==> src/slm_pkg.sv <==
// Shared types, constants and the bar weight table for the stereo level meter.
// Used by the channel interfaces and by the top-level module of the meter; no dependencies.
`default_nettype none

package slm_pkg;

    // bar count and derived sizes
    localparam int BARS   = 32;
    localparam int NBARS  = (BARS > 64) ? 64 : ((BARS < 1) ? 1 : BARS);
    localparam int BAR_AW = (NBARS > 1) ? $clog2(NBARS) : 1;

    localparam int DB_W  = 16;
    localparam int VAL_W = 17;
    localparam int IDX_W = 6;
    localparam int CNT_W = 8;
    localparam int REG_W = 3;

    localparam logic [VAL_W-1:0] ONE_Q16    = 17'd65536;
    localparam logic [35:0]      ROUND_HALF = 36'd32768;

    // dB to linear: x = db + 60 dB in Q8, lin = floor(x * 64 / 15)
    localparam logic signed [VAL_W-1:0] LIN_OFFSET = 17'sd15360;
    localparam logic [VAL_W:0]          LIN_RECIP  = 18'd17477;  // ceil(2^18 / 15)

    // register indexes
    localparam logic [REG_W-1:0] REG_SMOOTH_COEFF  = 3'd0;
    localparam logic [REG_W-1:0] REG_HOLD_FRAMES   = 3'd1;
    localparam logic [REG_W-1:0] REG_DECAY_STEP    = 3'd2;
    localparam logic [REG_W-1:0] REG_ATTACK_COEFF  = 3'd3;
    localparam logic [REG_W-1:0] REG_RELEASE_COEFF = 3'd4;

    localparam logic [VAL_W-1:0] SMOOTH_COEFF_RST  = 17'd9830;
    localparam logic [CNT_W-1:0] HOLD_FRAMES_RST   = 8'd45;
    localparam logic [VAL_W-1:0] DECAY_STEP_RST    = 17'd786;
    localparam logic [VAL_W-1:0] ATTACK_COEFF_RST  = 17'd26214;
    localparam logic [VAL_W-1:0] RELEASE_COEFF_RST = 17'd5243;

    localparam longint unsigned PI_Q52 = 64'd14148475504056880;

    typedef logic [VAL_W-1:0] weight_tab_t [NBARS];

    // coefficients above one act as one
    function automatic logic [VAL_W-1:0] coef_clamp(input logic [VAL_W-1:0] c);
        return (c > ONE_Q16) ? ONE_Q16 : c;
    endfunction

    // shift-subtract quotient or remainder, only evaluated while the weight table is built
    function automatic longint unsigned const_udiv(input longint unsigned num,
                                                   input longint unsigned den,
                                                   input bit              rem_only);
        longint unsigned q;
        longint unsigned r;
        q = 64'd0;
        r = 64'd0;
        for (int i = 63; i >= 0; i--) begin
            r = {r[62:0], num[i]};
            if (r >= den) begin
                r    = r - den;
                q[i] = 1'b1;
            end
        end
        return rem_only ? r : q;
    endfunction

    // exp(-2.5*b/(BARS-1)) in Q30: Q28 series of exp(x/8), squared three times, inverted
    function automatic longint unsigned exp_term_q30(input int unsigned b);
        longint unsigned den;
        longint unsigned y;
        longint unsigned sum;
        longint unsigned term;
        longint unsigned e;
        den  = (BARS > 1) ? 64'(BARS - 1) : 64'd1;
        y    = const_udiv((64'd5 * 64'(b)) << 28, 64'd16 * den, 1'b0);
        sum  = 64'd1 << 28;
        term = 64'd1 << 28;
        for (int k = 1; k <= 12; k++) begin
            term = const_udiv((term * y) >> 28, 64'(k), 1'b0);
            sum  = sum + term;
        end
        e = sum;
        for (int i = 0; i < 3; i++) begin
            e = (e * e) >> 28;
        end
        return const_udiv((64'd1 << 58) + (e >> 1), e, 1'b0);
    endfunction

    // |sin(n)| in Q30: reduce modulo pi in Q52, odd Taylor series
    function automatic longint unsigned abs_sin_q30(input int unsigned n);
        longint unsigned r;
        longint unsigned r2;
        longint unsigned t;
        longint unsigned pos;
        longint unsigned neg;
        r = const_udiv(64'(n) << 52, PI_Q52, 1'b1);
        if (r > (PI_Q52 >> 1)) begin
            r = PI_Q52 - r;
        end
        r   = r >> 22;
        r2  = (r * r) >> 30;
        t   = r;
        pos = 64'd0;
        neg = 64'd0;
        for (int k = 1; k <= 10; k++) begin
            if ((k & 1) == 1) begin
                pos = pos + t;
            end else begin
                neg = neg + t;
            end
            t = const_udiv((t * r2) >> 30, 64'(2 * k) * 64'(2 * k + 1), 1'b0);
        end
        return (pos > neg) ? (pos - neg) : 64'd0;
    endfunction

    function automatic weight_tab_t build_weights();
        weight_tab_t     w;
        longint unsigned var_q30;
        longint unsigned p;
        for (int b = 0; b < NBARS; b++) begin
            var_q30 = const_udiv((64'd4 << 30) + 64'd2 * abs_sin_q30(7 * b + 3), 64'd5, 1'b0);
            p       = exp_term_q30(b) * var_q30;
            w[b]    = VAL_W'((p + (64'd1 << 43)) >> 44);
        end
        return w;
    endfunction

    localparam weight_tab_t BAR_WEIGHT = build_weights();

endpackage

`default_nettype wire

==> src/slm_in_if.sv <==
// Frame input channel: valid/ready handshake with four dB levels.
// Depends on slm_pkg for field widths.
`default_nettype none

interface slm_in_if import slm_pkg::*; ();
    logic                   valid;
    logic                   ready;
    logic signed [DB_W-1:0] peak_db_left;
    logic signed [DB_W-1:0] peak_db_right;
    logic signed [DB_W-1:0] rms_db_left;
    logic signed [DB_W-1:0] rms_db_right;

    modport source (
        output valid, peak_db_left, peak_db_right, rms_db_left, rms_db_right,
        input  ready
    );
    modport sink (
        input  valid, peak_db_left, peak_db_right, rms_db_left, rms_db_right,
        output ready
    );
endinterface

`default_nettype wire

==> src/slm_out_if.sv <==
// Meter result channel: one transaction per bar, with the channel meters.
// Depends on slm_pkg for field widths.
`default_nettype none

interface slm_out_if import slm_pkg::*; ();
    logic             valid;
    logic             ready;
    logic [IDX_W-1:0] bar_index;
    logic [VAL_W-1:0] bar_level;
    logic [VAL_W-1:0] smooth_peak_left;
    logic [VAL_W-1:0] smooth_peak_right;
    logic [VAL_W-1:0] smooth_rms_left;
    logic [VAL_W-1:0] smooth_rms_right;
    logic [VAL_W-1:0] hold_left;
    logic [VAL_W-1:0] hold_right;
    logic [VAL_W-1:0] mean_rms;
    logic             last_bar;

    modport source (
        output valid, bar_index, bar_level, smooth_peak_left, smooth_peak_right,
               smooth_rms_left, smooth_rms_right, hold_left, hold_right,
               mean_rms, last_bar,
        input  ready
    );
    modport sink (
        input  valid, bar_index, bar_level, smooth_peak_left, smooth_peak_right,
               smooth_rms_left, smooth_rms_right, hold_left, hold_right,
               mean_rms, last_bar,
        output ready
    );
endinterface

`default_nettype wire

==> src/slm_cfg_if.sv <==
// Register write channel: valid/ready with register index and write data.
// Depends on slm_pkg for field widths.
`default_nettype none

interface slm_cfg_if import slm_pkg::*; ();
    logic             valid;
    logic             ready;
    logic [REG_W-1:0] index;
    logic [VAL_W-1:0] data;

    modport source (output valid, index, data, input ready);
    modport sink (input valid, index, data, output ready);
endinterface

`default_nettype wire

==> src/stereo_level_meter_ballistics.sv <==
// Stereo level meter top level: register file, sequencer and shared multiplier.
// Depends on slm_pkg, slm_in_if, slm_out_if, slm_cfg_if and slm_ram.
// Sequence: after a frame transaction come four dB conversions, four smoothing updates and
// the hold update, then the bars in order, each waiting while the output register is full;
// all products go through one 18x18 multiplier, two per bar. A new frame is accepted only
// once the last bar of the previous frame has been issued.
// Reset: registers take their defaults; smoothed levels, holds and bar levels read as zero at once.
`default_nettype none

module stereo_level_meter_ballistics import slm_pkg::*; (
    input wire logic clk,
    input wire logic rst_n,
    slm_cfg_if.sink  cfg,
    slm_in_if.sink   frame,
    slm_out_if.source meter
);

    localparam logic [3:0] ST_IDLE     = 4'd0;
    localparam logic [3:0] ST_LIN_MUL  = 4'd1;
    localparam logic [3:0] ST_LIN_FIN  = 4'd2;
    localparam logic [3:0] ST_SM_MUL1  = 4'd3;
    localparam logic [3:0] ST_SM_MUL2  = 4'd4;
    localparam logic [3:0] ST_SM_FIN   = 4'd5;
    localparam logic [3:0] ST_HOLD     = 4'd6;
    localparam logic [3:0] ST_BAR_MUL1 = 4'd7;
    localparam logic [3:0] ST_BAR_MUL2 = 4'd8;
    localparam logic [3:0] ST_BAR_FIN  = 4'd9;

    // registers
    logic [VAL_W-1:0] smooth_coeff_reg, decay_step_reg, attack_coeff_reg, release_coeff_reg;
    logic [CNT_W-1:0] hold_frames_reg;

    // sequencer
    logic [3:0]        state_reg, state_next;
    logic [1:0]        step_reg, step_next;
    logic [BAR_AW-1:0] bar_reg, bar_next;

    // meter state: index 0 peak left, 1 peak right, 2 rms left, 3 rms right
    logic signed [DB_W-1:0] db_reg [4];
    logic signed [DB_W-1:0] db_next [4];
    logic [VAL_W-1:0] lin_reg [4];
    logic [VAL_W-1:0] lin_next [4];
    logic [VAL_W-1:0] sm_reg [4];
    logic [VAL_W-1:0] sm_next [4];
    logic [VAL_W-1:0] hold_reg [2];
    logic [VAL_W-1:0] hold_next [2];
    logic [CNT_W-1:0] hcnt_reg [2];
    logic [CNT_W-1:0] hcnt_next [2];
    logic [NBARS-1:0] bar_valid_reg, bar_valid_next;

    // datapath
    logic [VAL_W-1:0] base_reg, base_next;
    logic [35:0]      prod_reg, prod_next;
    logic [35:0]      acc_reg, acc_next;
    logic             up_reg, up_next;
    logic [VAL_W-1:0] level_reg, level_next;
    logic             prod_en;
    logic [17:0]      mul_a, mul_b;

    // output register
    logic             out_valid_reg, out_valid_next;
    logic [IDX_W-1:0] out_index_reg, out_index_next;
    logic [VAL_W-1:0] out_level_reg, out_level_next;
    logic [VAL_W-1:0] out_psl_reg, out_psl_next, out_psr_reg, out_psr_next;
    logic [VAL_W-1:0] out_rsl_reg, out_rsl_next, out_rsr_reg, out_rsr_next;
    logic [VAL_W-1:0] out_hl_reg, out_hl_next, out_hr_reg, out_hr_next;
    logic [VAL_W-1:0] out_mean_reg, out_mean_next;
    logic             out_last_reg, out_last_next;

    // combinational helpers
    logic [VAL_W-1:0]        c_smooth, c_attack, c_release;
    logic signed [VAL_W-1:0] lin_x;
    logic [9:0]              lin_q;
    logic [13:0]             lin_r14;
    logic [VAL_W-1:0]        lin_val;
    logic [35:0]             sm_sum;
    logic [35:0]             rnd_sum;
    logic [17:0]             rnd_val;
    logic [VAL_W-1:0]        ram_rdata;
    logic [VAL_W-1:0]        cur_level;
    logic                    tgt_up;
    logic [17:0]             tgt_diff;
    logic [18:0]             lv_raw;
    logic [VAL_W-1:0]        lv_new;
    logic                    out_free;
    logic                    ram_we;
    logic                    last_bar_now;

    function automatic logic [5:0] lin_frac(input logic [3:0] r);
        logic [5:0] f;
        unique case (r)
            4'd0:    f = 6'd0;
            4'd1:    f = 6'd4;
            4'd2:    f = 6'd8;
            4'd3:    f = 6'd12;
            4'd4:    f = 6'd17;
            4'd5:    f = 6'd21;
            4'd6:    f = 6'd25;
            4'd7:    f = 6'd29;
            4'd8:    f = 6'd34;
            4'd9:    f = 6'd38;
            4'd10:   f = 6'd42;
            4'd11:   f = 6'd46;
            4'd12:   f = 6'd51;
            4'd13:   f = 6'd55;
            4'd14:   f = 6'd59;
            default: f = 6'd0;
        endcase
        return f;
    endfunction

    assign cfg.ready   = 1'b1;
    assign frame.ready = (state_reg == ST_IDLE);

    assign c_smooth  = coef_clamp(smooth_coeff_reg);
    assign c_attack  = coef_clamp(attack_coeff_reg);
    assign c_release = coef_clamp(release_coeff_reg);

    // register writes
    always_ff @(posedge clk or negedge rst_n)
    begin
        if (!rst_n)
        begin
            smooth_coeff_reg  <= SMOOTH_COEFF_RST;
            hold_frames_reg   <= HOLD_FRAMES_RST;
            decay_step_reg    <= DECAY_STEP_RST;
            attack_coeff_reg  <= ATTACK_COEFF_RST;
            release_coeff_reg <= RELEASE_COEFF_RST;
        end
        else if (cfg.valid)
        begin
            unique case (cfg.index)
                REG_SMOOTH_COEFF:  smooth_coeff_reg  <= cfg.data;
                REG_HOLD_FRAMES:   hold_frames_reg   <= cfg.data[CNT_W-1:0];
                REG_DECAY_STEP:    decay_step_reg    <= cfg.data;
                REG_ATTACK_COEFF:  attack_coeff_reg  <= cfg.data;
                REG_RELEASE_COEFF: release_coeff_reg <= cfg.data;
                default:           ;
            endcase
        end
    end

    // dB to linear from the latched level; quotient by 15 comes from the multiplier
    assign lin_x   = VAL_W'(db_reg[step_reg]) + LIN_OFFSET;
    assign lin_q   = prod_reg[27:18];
    assign lin_r14 = lin_x[13:0] - ({lin_q, 4'b0000} - {4'b0000, lin_q});

    always_comb
    begin
        if (lin_x <= 0)
        begin
            lin_val = '0;
        end
        else if (lin_x >= LIN_OFFSET)
        begin
            lin_val = ONE_Q16;
        end
        else
        begin
            lin_val = VAL_W'({lin_q, 6'b000000}) + VAL_W'(lin_frac(lin_r14[3:0]));
        end
    end

    // rounded Q16 results
    assign sm_sum  = acc_reg + prod_reg + ROUND_HALF;
    assign rnd_sum = prod_reg + ROUND_HALF;
    assign rnd_val = rnd_sum[33:16];

    // bar update: rnd_val is the target in BAR_MUL2 and the step in BAR_FIN
    assign cur_level = bar_valid_reg[bar_reg] ? ram_rdata : '0;
    assign tgt_up    = rnd_val > {1'b0, cur_level};
    assign tgt_diff  = tgt_up ? (rnd_val - {1'b0, cur_level}) : ({1'b0, cur_level} - rnd_val);

    always_comb
    begin
        if (up_reg)
        begin
            lv_raw = 19'(level_reg) + 19'(rnd_val);
        end
        else if (rnd_val > {1'b0, level_reg})
        begin
            lv_raw = '0;
        end
        else
        begin
            lv_raw = 19'(level_reg) - 19'(rnd_val);
        end
        lv_new = (lv_raw > 19'(ONE_Q16)) ? ONE_Q16 : lv_raw[VAL_W-1:0];
    end

    assign out_free     = !out_valid_reg || meter.ready;
    assign last_bar_now = (bar_reg == BAR_AW'(NBARS - 1));
    assign ram_we       = (state_reg == ST_BAR_FIN) && out_free;

    // shared multiplier operands
    always_comb
    begin
        prod_en = 1'b1;
        mul_a   = '0;
        mul_b   = '0;
        unique case (state_reg)
            ST_LIN_MUL:
            begin
                mul_a = {4'b0000, lin_x[13:0]};
                mul_b = LIN_RECIP;
            end
            ST_SM_MUL1:
            begin
                mul_a = {1'b0, sm_reg[step_reg]};
                mul_b = {1'b0, ONE_Q16 - c_smooth};
            end
            ST_SM_MUL2:
            begin
                mul_a = {1'b0, lin_reg[step_reg]};
                mul_b = {1'b0, c_smooth};
            end
            ST_BAR_MUL1:
            begin
                mul_a = {1'b0, base_reg};
                mul_b = {1'b0, BAR_WEIGHT[bar_reg]};
            end
            ST_BAR_MUL2:
            begin
                mul_a = tgt_diff;
                mul_b = {1'b0, tgt_up ? c_attack : c_release};
            end
            default:
            begin
                prod_en = 1'b0;
            end
        endcase
        prod_next = prod_en ? (mul_a * mul_b) : prod_reg;
    end

    // sequencer and state updates
    always_comb
    begin
        state_next     = state_reg;
        step_next      = step_reg;
        bar_next       = bar_reg;
        db_next        = db_reg;
        lin_next       = lin_reg;
        sm_next        = sm_reg;
        hold_next      = hold_reg;
        hcnt_next      = hcnt_reg;
        bar_valid_next = bar_valid_reg;
        base_next      = base_reg;
        acc_next       = acc_reg;
        up_next        = up_reg;
        level_next     = level_reg;

        out_valid_next = out_valid_reg && !meter.ready;
        out_index_next = out_index_reg;
        out_level_next = out_level_reg;
        out_psl_next   = out_psl_reg;
        out_psr_next   = out_psr_reg;
        out_rsl_next   = out_rsl_reg;
        out_rsr_next   = out_rsr_reg;
        out_hl_next    = out_hl_reg;
        out_hr_next    = out_hr_reg;
        out_mean_next  = out_mean_reg;
        out_last_next  = out_last_reg;

        unique case (state_reg)
            ST_IDLE:
            begin
                if (frame.valid)
                begin
                    db_next[0] = frame.peak_db_left;
                    db_next[1] = frame.peak_db_right;
                    db_next[2] = frame.rms_db_left;
                    db_next[3] = frame.rms_db_right;
                    step_next  = '0;
                    state_next = ST_LIN_MUL;
                end
            end
            ST_LIN_MUL:
            begin
                state_next = ST_LIN_FIN;
            end
            ST_LIN_FIN:
            begin
                lin_next[step_reg] = lin_val;
                step_next          = step_reg + 2'd1;
                state_next         = (step_reg == 2'd3) ? ST_SM_MUL1 : ST_LIN_MUL;
            end
            ST_SM_MUL1:
            begin
                state_next = ST_SM_MUL2;
            end
            ST_SM_MUL2:
            begin
                acc_next   = prod_reg;
                state_next = ST_SM_FIN;
            end
            ST_SM_FIN:
            begin
                sm_next[step_reg] = sm_sum[32:16];
                step_next         = step_reg + 2'd1;
                state_next        = (step_reg == 2'd3) ? ST_HOLD : ST_SM_MUL1;
            end
            ST_HOLD:
            begin
                for (int ch = 0; ch < 2; ch++)
                begin
                    if (lin_reg[ch] >= hold_reg[ch])
                    begin
                        hold_next[ch] = lin_reg[ch];
                        hcnt_next[ch] = hold_frames_reg;
                    end
                    else if (hcnt_reg[ch] != '0)
                    begin
                        hcnt_next[ch] = hcnt_reg[ch] - 8'd1;
                    end
                    else
                    begin
                        hold_next[ch] = (hold_reg[ch] > decay_step_reg) ?
                                        (hold_reg[ch] - decay_step_reg) : '0;
                    end
                end
                base_next  = VAL_W'(({1'b0, sm_reg[0]} + {1'b0, sm_reg[1]}) >> 1);
                bar_next   = '0;
                state_next = ST_BAR_MUL1;
            end
            ST_BAR_MUL1:
            begin
                state_next = ST_BAR_MUL2;
            end
            ST_BAR_MUL2:
            begin
                up_next    = tgt_up;
                level_next = cur_level;
                state_next = ST_BAR_FIN;
            end
            ST_BAR_FIN:
            begin
                // hold until the output register frees up
                if (out_free)
                begin
                    bar_valid_next[bar_reg] = 1'b1;
                    out_valid_next = 1'b1;
                    out_index_next = IDX_W'(bar_reg);
                    out_level_next = lv_new;
                    out_psl_next   = sm_reg[0];
                    out_psr_next   = sm_reg[1];
                    out_rsl_next   = sm_reg[2];
                    out_rsr_next   = sm_reg[3];
                    out_hl_next    = hold_reg[0];
                    out_hr_next    = hold_reg[1];
                    out_mean_next  = VAL_W'(({1'b0, sm_reg[2]} + {1'b0, sm_reg[3]}) >> 1);
                    out_last_next  = last_bar_now;
                    bar_next       = bar_reg + BAR_AW'(1);
                    state_next     = last_bar_now ? ST_IDLE : ST_BAR_MUL1;
                end
            end
            default:
            begin
                state_next = ST_IDLE;
            end
        endcase
    end

    always_ff @(posedge clk or negedge rst_n)
    begin
        if (!rst_n)
        begin
            state_reg     <= ST_IDLE;
            step_reg      <= '0;
            bar_reg       <= '0;
            bar_valid_reg <= '0;
            out_valid_reg <= 1'b0;
            for (int i = 0; i < 4; i++)
            begin
                sm_reg[i] <= '0;
            end
            for (int i = 0; i < 2; i++)
            begin
                hold_reg[i] <= '0;
                hcnt_reg[i] <= '0;
            end
        end
        else
        begin
            state_reg     <= state_next;
            step_reg      <= step_next;
            bar_reg       <= bar_next;
            bar_valid_reg <= bar_valid_next;
            out_valid_reg <= out_valid_next;
            sm_reg        <= sm_next;
            hold_reg      <= hold_next;
            hcnt_reg      <= hcnt_next;
        end
    end

    always_ff @(posedge clk)
    begin
        db_reg        <= db_next;
        lin_reg       <= lin_next;
        base_reg      <= base_next;
        prod_reg      <= prod_next;
        acc_reg       <= acc_next;
        up_reg        <= up_next;
        level_reg     <= level_next;
        out_index_reg <= out_index_next;
        out_level_reg <= out_level_next;
        out_psl_reg   <= out_psl_next;
        out_psr_reg   <= out_psr_next;
        out_rsl_reg   <= out_rsl_next;
        out_rsr_reg   <= out_rsr_next;
        out_hl_reg    <= out_hl_next;
        out_hr_reg    <= out_hr_next;
        out_mean_reg  <= out_mean_next;
        out_last_reg  <= out_last_next;
    end

    slm_ram #(
        .WIDTH (VAL_W),
        .DEPTH (NBARS)
    ) u_bar_ram (
        .clk   (clk),
        .we    (ram_we),
        .waddr (bar_reg),
        .wdata (lv_new),
        .raddr (bar_reg),
        .rdata (ram_rdata)
    );

    assign meter.valid             = out_valid_reg;
    assign meter.bar_index         = out_index_reg;
    assign meter.bar_level         = out_level_reg;
    assign meter.smooth_peak_left  = out_psl_reg;
    assign meter.smooth_peak_right = out_psr_reg;
    assign meter.smooth_rms_left   = out_rsl_reg;
    assign meter.smooth_rms_right  = out_rsr_reg;
    assign meter.hold_left         = out_hl_reg;
    assign meter.hold_right        = out_hr_reg;
    assign meter.mean_rms          = out_mean_reg;
    assign meter.last_bar          = out_last_reg;

endmodule

`default_nettype wire

==> src/slm_ram.sv <==
// Generic single-port-write, single-port-read RAM with registered read data.
// No dependencies.
`default_nettype none

module slm_ram #(
    parameter int WIDTH = 17,
    parameter int DEPTH = 32
) (
    input  wire logic                                    clk,
    input  wire logic                                    we,
    input  wire logic [((DEPTH > 1) ? $clog2(DEPTH) : 1)-1:0] waddr,
    input  wire logic [WIDTH-1:0]                        wdata,
    input  wire logic [((DEPTH > 1) ? $clog2(DEPTH) : 1)-1:0] raddr,
    output logic      [WIDTH-1:0]                        rdata
);

    logic [WIDTH-1:0] mem [DEPTH];
    logic [WIDTH-1:0] rdata_reg;

    always_ff @(posedge clk)
    begin
        if (we)
        begin
            mem[waddr] <= wdata;
        end
        rdata_reg <= mem[raddr];
    end

    assign rdata = rdata_reg;

endmodule

`default_nettype wire
==> src/flat_wrapper.sv <==
// flat-port wrapper written by rule: the top's interface ports become plain ports
module stereo_level_meter_ballistics_flat import slm_pkg::*;
  (clk, rst_n, cfg_valid, cfg_index, cfg_data, cfg_ready, frame_valid, frame_peak_db_left, frame_peak_db_right, frame_rms_db_left, frame_rms_db_right, frame_ready, meter_valid, meter_bar_index, meter_bar_level, meter_smooth_peak_left, meter_smooth_peak_right, meter_smooth_rms_left, meter_smooth_rms_right, meter_hold_left, meter_hold_right, meter_mean_rms, meter_last_bar, meter_ready);
  slm_cfg_if cfg_i ();
  slm_in_if frame_i ();
  slm_out_if meter_i ();
  input wire logic clk;
  input wire logic rst_n;
  input wire logic [$bits(cfg_i.valid)-1:0] cfg_valid;
  input wire logic [$bits(cfg_i.index)-1:0] cfg_index;
  input wire logic [$bits(cfg_i.data)-1:0] cfg_data;
  output wire logic [$bits(cfg_i.ready)-1:0] cfg_ready;
  input wire logic [$bits(frame_i.valid)-1:0] frame_valid;
  input wire logic [$bits(frame_i.peak_db_left)-1:0] frame_peak_db_left;
  input wire logic [$bits(frame_i.peak_db_right)-1:0] frame_peak_db_right;
  input wire logic [$bits(frame_i.rms_db_left)-1:0] frame_rms_db_left;
  input wire logic [$bits(frame_i.rms_db_right)-1:0] frame_rms_db_right;
  output wire logic [$bits(frame_i.ready)-1:0] frame_ready;
  output wire logic [$bits(meter_i.valid)-1:0] meter_valid;
  output wire logic [$bits(meter_i.bar_index)-1:0] meter_bar_index;
  output wire logic [$bits(meter_i.bar_level)-1:0] meter_bar_level;
  output wire logic [$bits(meter_i.smooth_peak_left)-1:0] meter_smooth_peak_left;
  output wire logic [$bits(meter_i.smooth_peak_right)-1:0] meter_smooth_peak_right;
  output wire logic [$bits(meter_i.smooth_rms_left)-1:0] meter_smooth_rms_left;
  output wire logic [$bits(meter_i.smooth_rms_right)-1:0] meter_smooth_rms_right;
  output wire logic [$bits(meter_i.hold_left)-1:0] meter_hold_left;
  output wire logic [$bits(meter_i.hold_right)-1:0] meter_hold_right;
  output wire logic [$bits(meter_i.mean_rms)-1:0] meter_mean_rms;
  output wire logic [$bits(meter_i.last_bar)-1:0] meter_last_bar;
  input wire logic [$bits(meter_i.ready)-1:0] meter_ready;
  assign cfg_i.valid = cfg_valid;
  assign cfg_i.index = cfg_index;
  assign cfg_i.data = cfg_data;
  assign cfg_ready = cfg_i.ready;
  assign frame_i.valid = frame_valid;
  assign frame_i.peak_db_left = frame_peak_db_left;
  assign frame_i.peak_db_right = frame_peak_db_right;
  assign frame_i.rms_db_left = frame_rms_db_left;
  assign frame_i.rms_db_right = frame_rms_db_right;
  assign frame_ready = frame_i.ready;
  assign meter_valid = meter_i.valid;
  assign meter_bar_index = meter_i.bar_index;
  assign meter_bar_level = meter_i.bar_level;
  assign meter_smooth_peak_left = meter_i.smooth_peak_left;
  assign meter_smooth_peak_right = meter_i.smooth_peak_right;
  assign meter_smooth_rms_left = meter_i.smooth_rms_left;
  assign meter_smooth_rms_right = meter_i.smooth_rms_right;
  assign meter_hold_left = meter_i.hold_left;
  assign meter_hold_right = meter_i.hold_right;
  assign meter_mean_rms = meter_i.mean_rms;
  assign meter_last_bar = meter_i.last_bar;
  assign meter_i.ready = meter_ready;
  stereo_level_meter_ballistics u_core (.clk(clk), .rst_n(rst_n), .cfg(cfg_i), .frame(frame_i), .meter(meter_i));
endmodule
==> config.mk <==
export PLATFORM = sky130hd
export DESIGN_NAME = stereo_level_meter_ballistics_flat
export DESIGN_NICKNAME = d
export VERILOG_FILES = /design/src/slm_pkg.sv /design/src/slm_in_if.sv /design/src/slm_out_if.sv /design/src/slm_cfg_if.sv /design/src/stereo_level_meter_ballistics.sv /design/src/slm_ram.sv /design/src/flat_wrapper.sv
export SDC_FILE = /design/constraint.sdc
export NUM_CORES = 2
export LEC_CHECK = 0
export BUFFER_PORTS_ARGS = -buffer_cell sky130_fd_sc_hd__buf_2
export CORE_MARGIN = 1.5
export CORE_UTILIZATION = 59
export CTS_BUF_LIST = sky130_fd_sc_hd__clkbuf_4 sky130_fd_sc_hd__clkbuf_8
export DETAILED_ROUTE_END_ITERATION = 10
export GPL_ROUTABILITY_DRIVEN = 0
export HOLD_SLACK_MARGIN = 0.1
export PLACE_DENSITY = 0.87
export SLEW_MARGIN = 20
export SYNTH_ARGS = -nofsm -noshare
export SYNTH_HDL_FRONTEND = slang
export SYNTH_HIERARCHICAL = 1
export SYNTH_SLANG_ARGS = --single-unit
==> constraint.sdc <==
create_clock -name clk -period 12 [get_ports clk]
set_input_delay 3.6 -clock clk [delete_from_list [all_inputs] [get_ports clk]]
set_output_delay 3.6 -clock clk [all_outputs]
set_load 0.02 [all_outputs]
==> flow_summary.toml <==
[floorplan]
initial_core_util_pct = 59.5
die_y_um = 337
core_sq_mm = 0.111
io_pins = 235
fp.dieW_um = 337
num_rows = 122
die_area_sq_mm = 0.114

[synthesis]
avgSynthCellArea_sq_um = 12.1
synth_top_area_cell = "edfxtp_1"
synth_top_family_by_area = "adder cells"
synth_top_area_share_pct = 41.6
synth_seq_cells = 1167
synthSimpleGateAreaFrac_pct = 9.22
synth_edf_count = 912
syn_nets = 6135
synth-adder-area-share_pct = 14.4
synth_compound_area_share_pct = 10.2
synth_xor_area_share_pct = 2.17
ys_seq_area_share_pct = 51.2
syn_inst = 5437
yosys_warnings = 6
synth_ff_type = "edfxtp_1"
synth.mux.area_fraction_pct = 8.18
synth_area_sq_mm = 0.0659
ys_types = 94
ys_top_cells_by_area = "edfxtp_1 42%, dfrtp_1 7.9%, fa_1 7.5%"
async_reset_ff_share_pct = 20.4

[layout]
fill_cells = 7637
largest_register_ffs = 544
fin_nets = 6449
final_area_sq_mm = 0.0728
layout_commonest_cell = "edfxtp_1"
final_cell_mix = "912 x edfxtp_1, 484 x inv_1, 474 x nand2_1"
areaGrowthSynthToFinish_pct = 10.5
drive_gt1_share_pct = 16.1

[critical_path]
max_stage_delay_ps = 540
r2r_slack_ps = 400
reg2reg_to = "u_core/prod_reg[32]"
cp.required_ps = 12640
timing.rr.start = "u_core/prod_reg[18]"
endpoint_kind = "flip-flop"
cp-start-kind = "flip-flop"
cp_slowest_cell = "edfxtp_1"
cp_common_cell = "fa_1"
worstRegToRegCells = 41
critical_path_arrival_ps = 12240
path_class = "reg -> reg"
cp_max_fo = 10

[placed_design]
hpwl_mm = 122
placedInstanceArea_sq_mm = 0.0688
io_buffers = 232

[detailed_routing]
drc = 0
viasPerCell = 6.41
first_iter_violations = 5780
drtPass1Iterations = 8
wl_per_cell_um = 24.4
antenna_left = 0
dr_total_vias = 47400
wl_mm = 180

[sta]
fin_tns_setup_ps = 0
fmax_mhz = 86.2
timing.slew.headroom_pct = 23.3
drv_slew = 0
setup_viol = 0
hold_viol = 0
min_period_over_period_pct = 96.7
worst_pin_slew_ps = 1150
hold_ws_ps = 451
skew_ps = 60.9
fin_crit_ps = 11600

[cts]
htreeDepth = 4
cts-root-buf = "clkbuf_8"
cts_hold_buf = 0
clock_latency_ps = 910
clkTransAtPathRegs_ps = 60
cts_sinks = 1167
clockBufferDepth = 3
cts_made_buffers = 182
cts_tree = "done"

[flow_run]
max_cap_viol_count = 0

[grt]
grt_max_degree = 169
grt_pass1_wl_mm = 273
grt_overflow_total = 0
grt_pass1_vias = 47500
track_usage_pct = 31.6
antenna_found_initial = 5

[power_and_ir_drop]
p_per_area_mw_per_mm2 = 280
peakVddDrop_v = 0.000215
power.total_w = 0.0204
p_leak_nw = 29.4

[hold_path]
hold_depth = 1
min_path_type = "reg -> reg"
hold_path_end = "u_core/bar_valid_reg[29]"
worstHoldStart = "u_core/bar_valid_reg[29]"

[status]
status = "finished clean"
==> report_power, final <==
group          switching, W  internal (W)
logic               0.00695       0.00386
clock network       0.00166       0.00182
registers          0.000588       0.00553
==> cells in the mapped netlist, types with 18 or more instances <==
library cell    n
edfxtp_1      912
inv_1         487
nand2_1       474
ha_1          362
nor2_1        295
mux2i_1       287
a21oi_1       264
fa_1          247
dfrtp_1       207
o21ai_0       194
clkbuf_1      121
nand3_1       111
xnor2_1       109
mux2_2        107
a22oi_1       100
nor3_1         88
and2_1         85
a21o_1         67
mux4_2         58
buf_2          54
a31oi_1        52
xor2_1         51
nor2b_1        46
nand4_1        41
o21bai_1       40
a211oi_1       38
a22o_1         38
nand2b_1       35
o21a_1         35
dfstp_2        31
and3_1         26
o31ai_1        25
nor4_1         22
o211ai_1       19
buf_6          18
==> critical path: cells and delay by family, from the launching register on <==
family | cells | cell delay (ps)
adders and majority gates | 8 | 3630
xor gates and xnor gates | 3 | 540
and+or+nand+nor | 14 | 3040
buffers and inverters | 6 | 720
DFF | 1 | 540
muxes | 1 | 320
AOI/OAI and AO/OA | 9 | 2530
==> per-stage QoR <==
step	std cells	utilization, %	setup WS, ps
after floorplan	5437	-	642
after global placement	7047	62.2	547
after detailed placement	7047	62.2	93.8
after CTS	7380	65.6	2.91
after global routing	7391	65.7	-9.99
final	7393	65.7	397
==> routing by layer <==
layer | routed length [um] | global-route usage, % | up-vias
li1 | - | - | 20300
met1 | 62100 | 38.0 | 23100
met2 | 86500 | 51.6 | 3231
met3 | 18000 | 6.55 | 825
met4 | 13600 | 21.0 | 0
met5 | 0 | 0 | -
==> final cells by class <==
class,instances,area (sq um),area share (%)
inverters,493,1860,2.55
clock buffers,255,3150,4.33
repair buffers,361,2190,3.01
clock inverters,78,619,0.851
diodes,5,12.5,0.0172
flip-flops and latches,1167,33700,46.4
multi-input cells,3546,29300,40.3
well taps,1488,1860,2.56
==> worst max path at each step <==
stage | from | end
finish | u_core/prod_reg[18] | u_core/prod_reg[32]
CTS | u_core/bar_reg[0] | u_core/prod_reg[33]
detailed placement | u_core/bar_reg[0] | u_core/prod_reg[33]
global route | u_core/bar_reg[0] | u_core/prod_reg[32]
floorplan | u_core/bar_reg[2] | u_core/prod_reg[33]
global placement | u_core/bar_reg[0] | u_core/prod_reg[33]
==> timing repair <==
item                                    CTS  global route
buffers inserted                          0             8
endpoints found under the hold margin     0             0
resized for setup                         0            11
endpoints found under the setup margin    0            12
==> cell families (layout without fill, tap and decap cells) <==
group	Yosys count	in the layout
AO/OA/AOI/OAI	1022	1022
XOR/XNOR	161	161
adder cells (fa/ha/maj)	609	609
buffers and inverters	724	1187
flip-flops	1167	1167
multiplexers	452	452
other	2	7
AND/OR/NAND/NOR	1300	1300
Note: power is estimated with default switching activity, not from simulation.
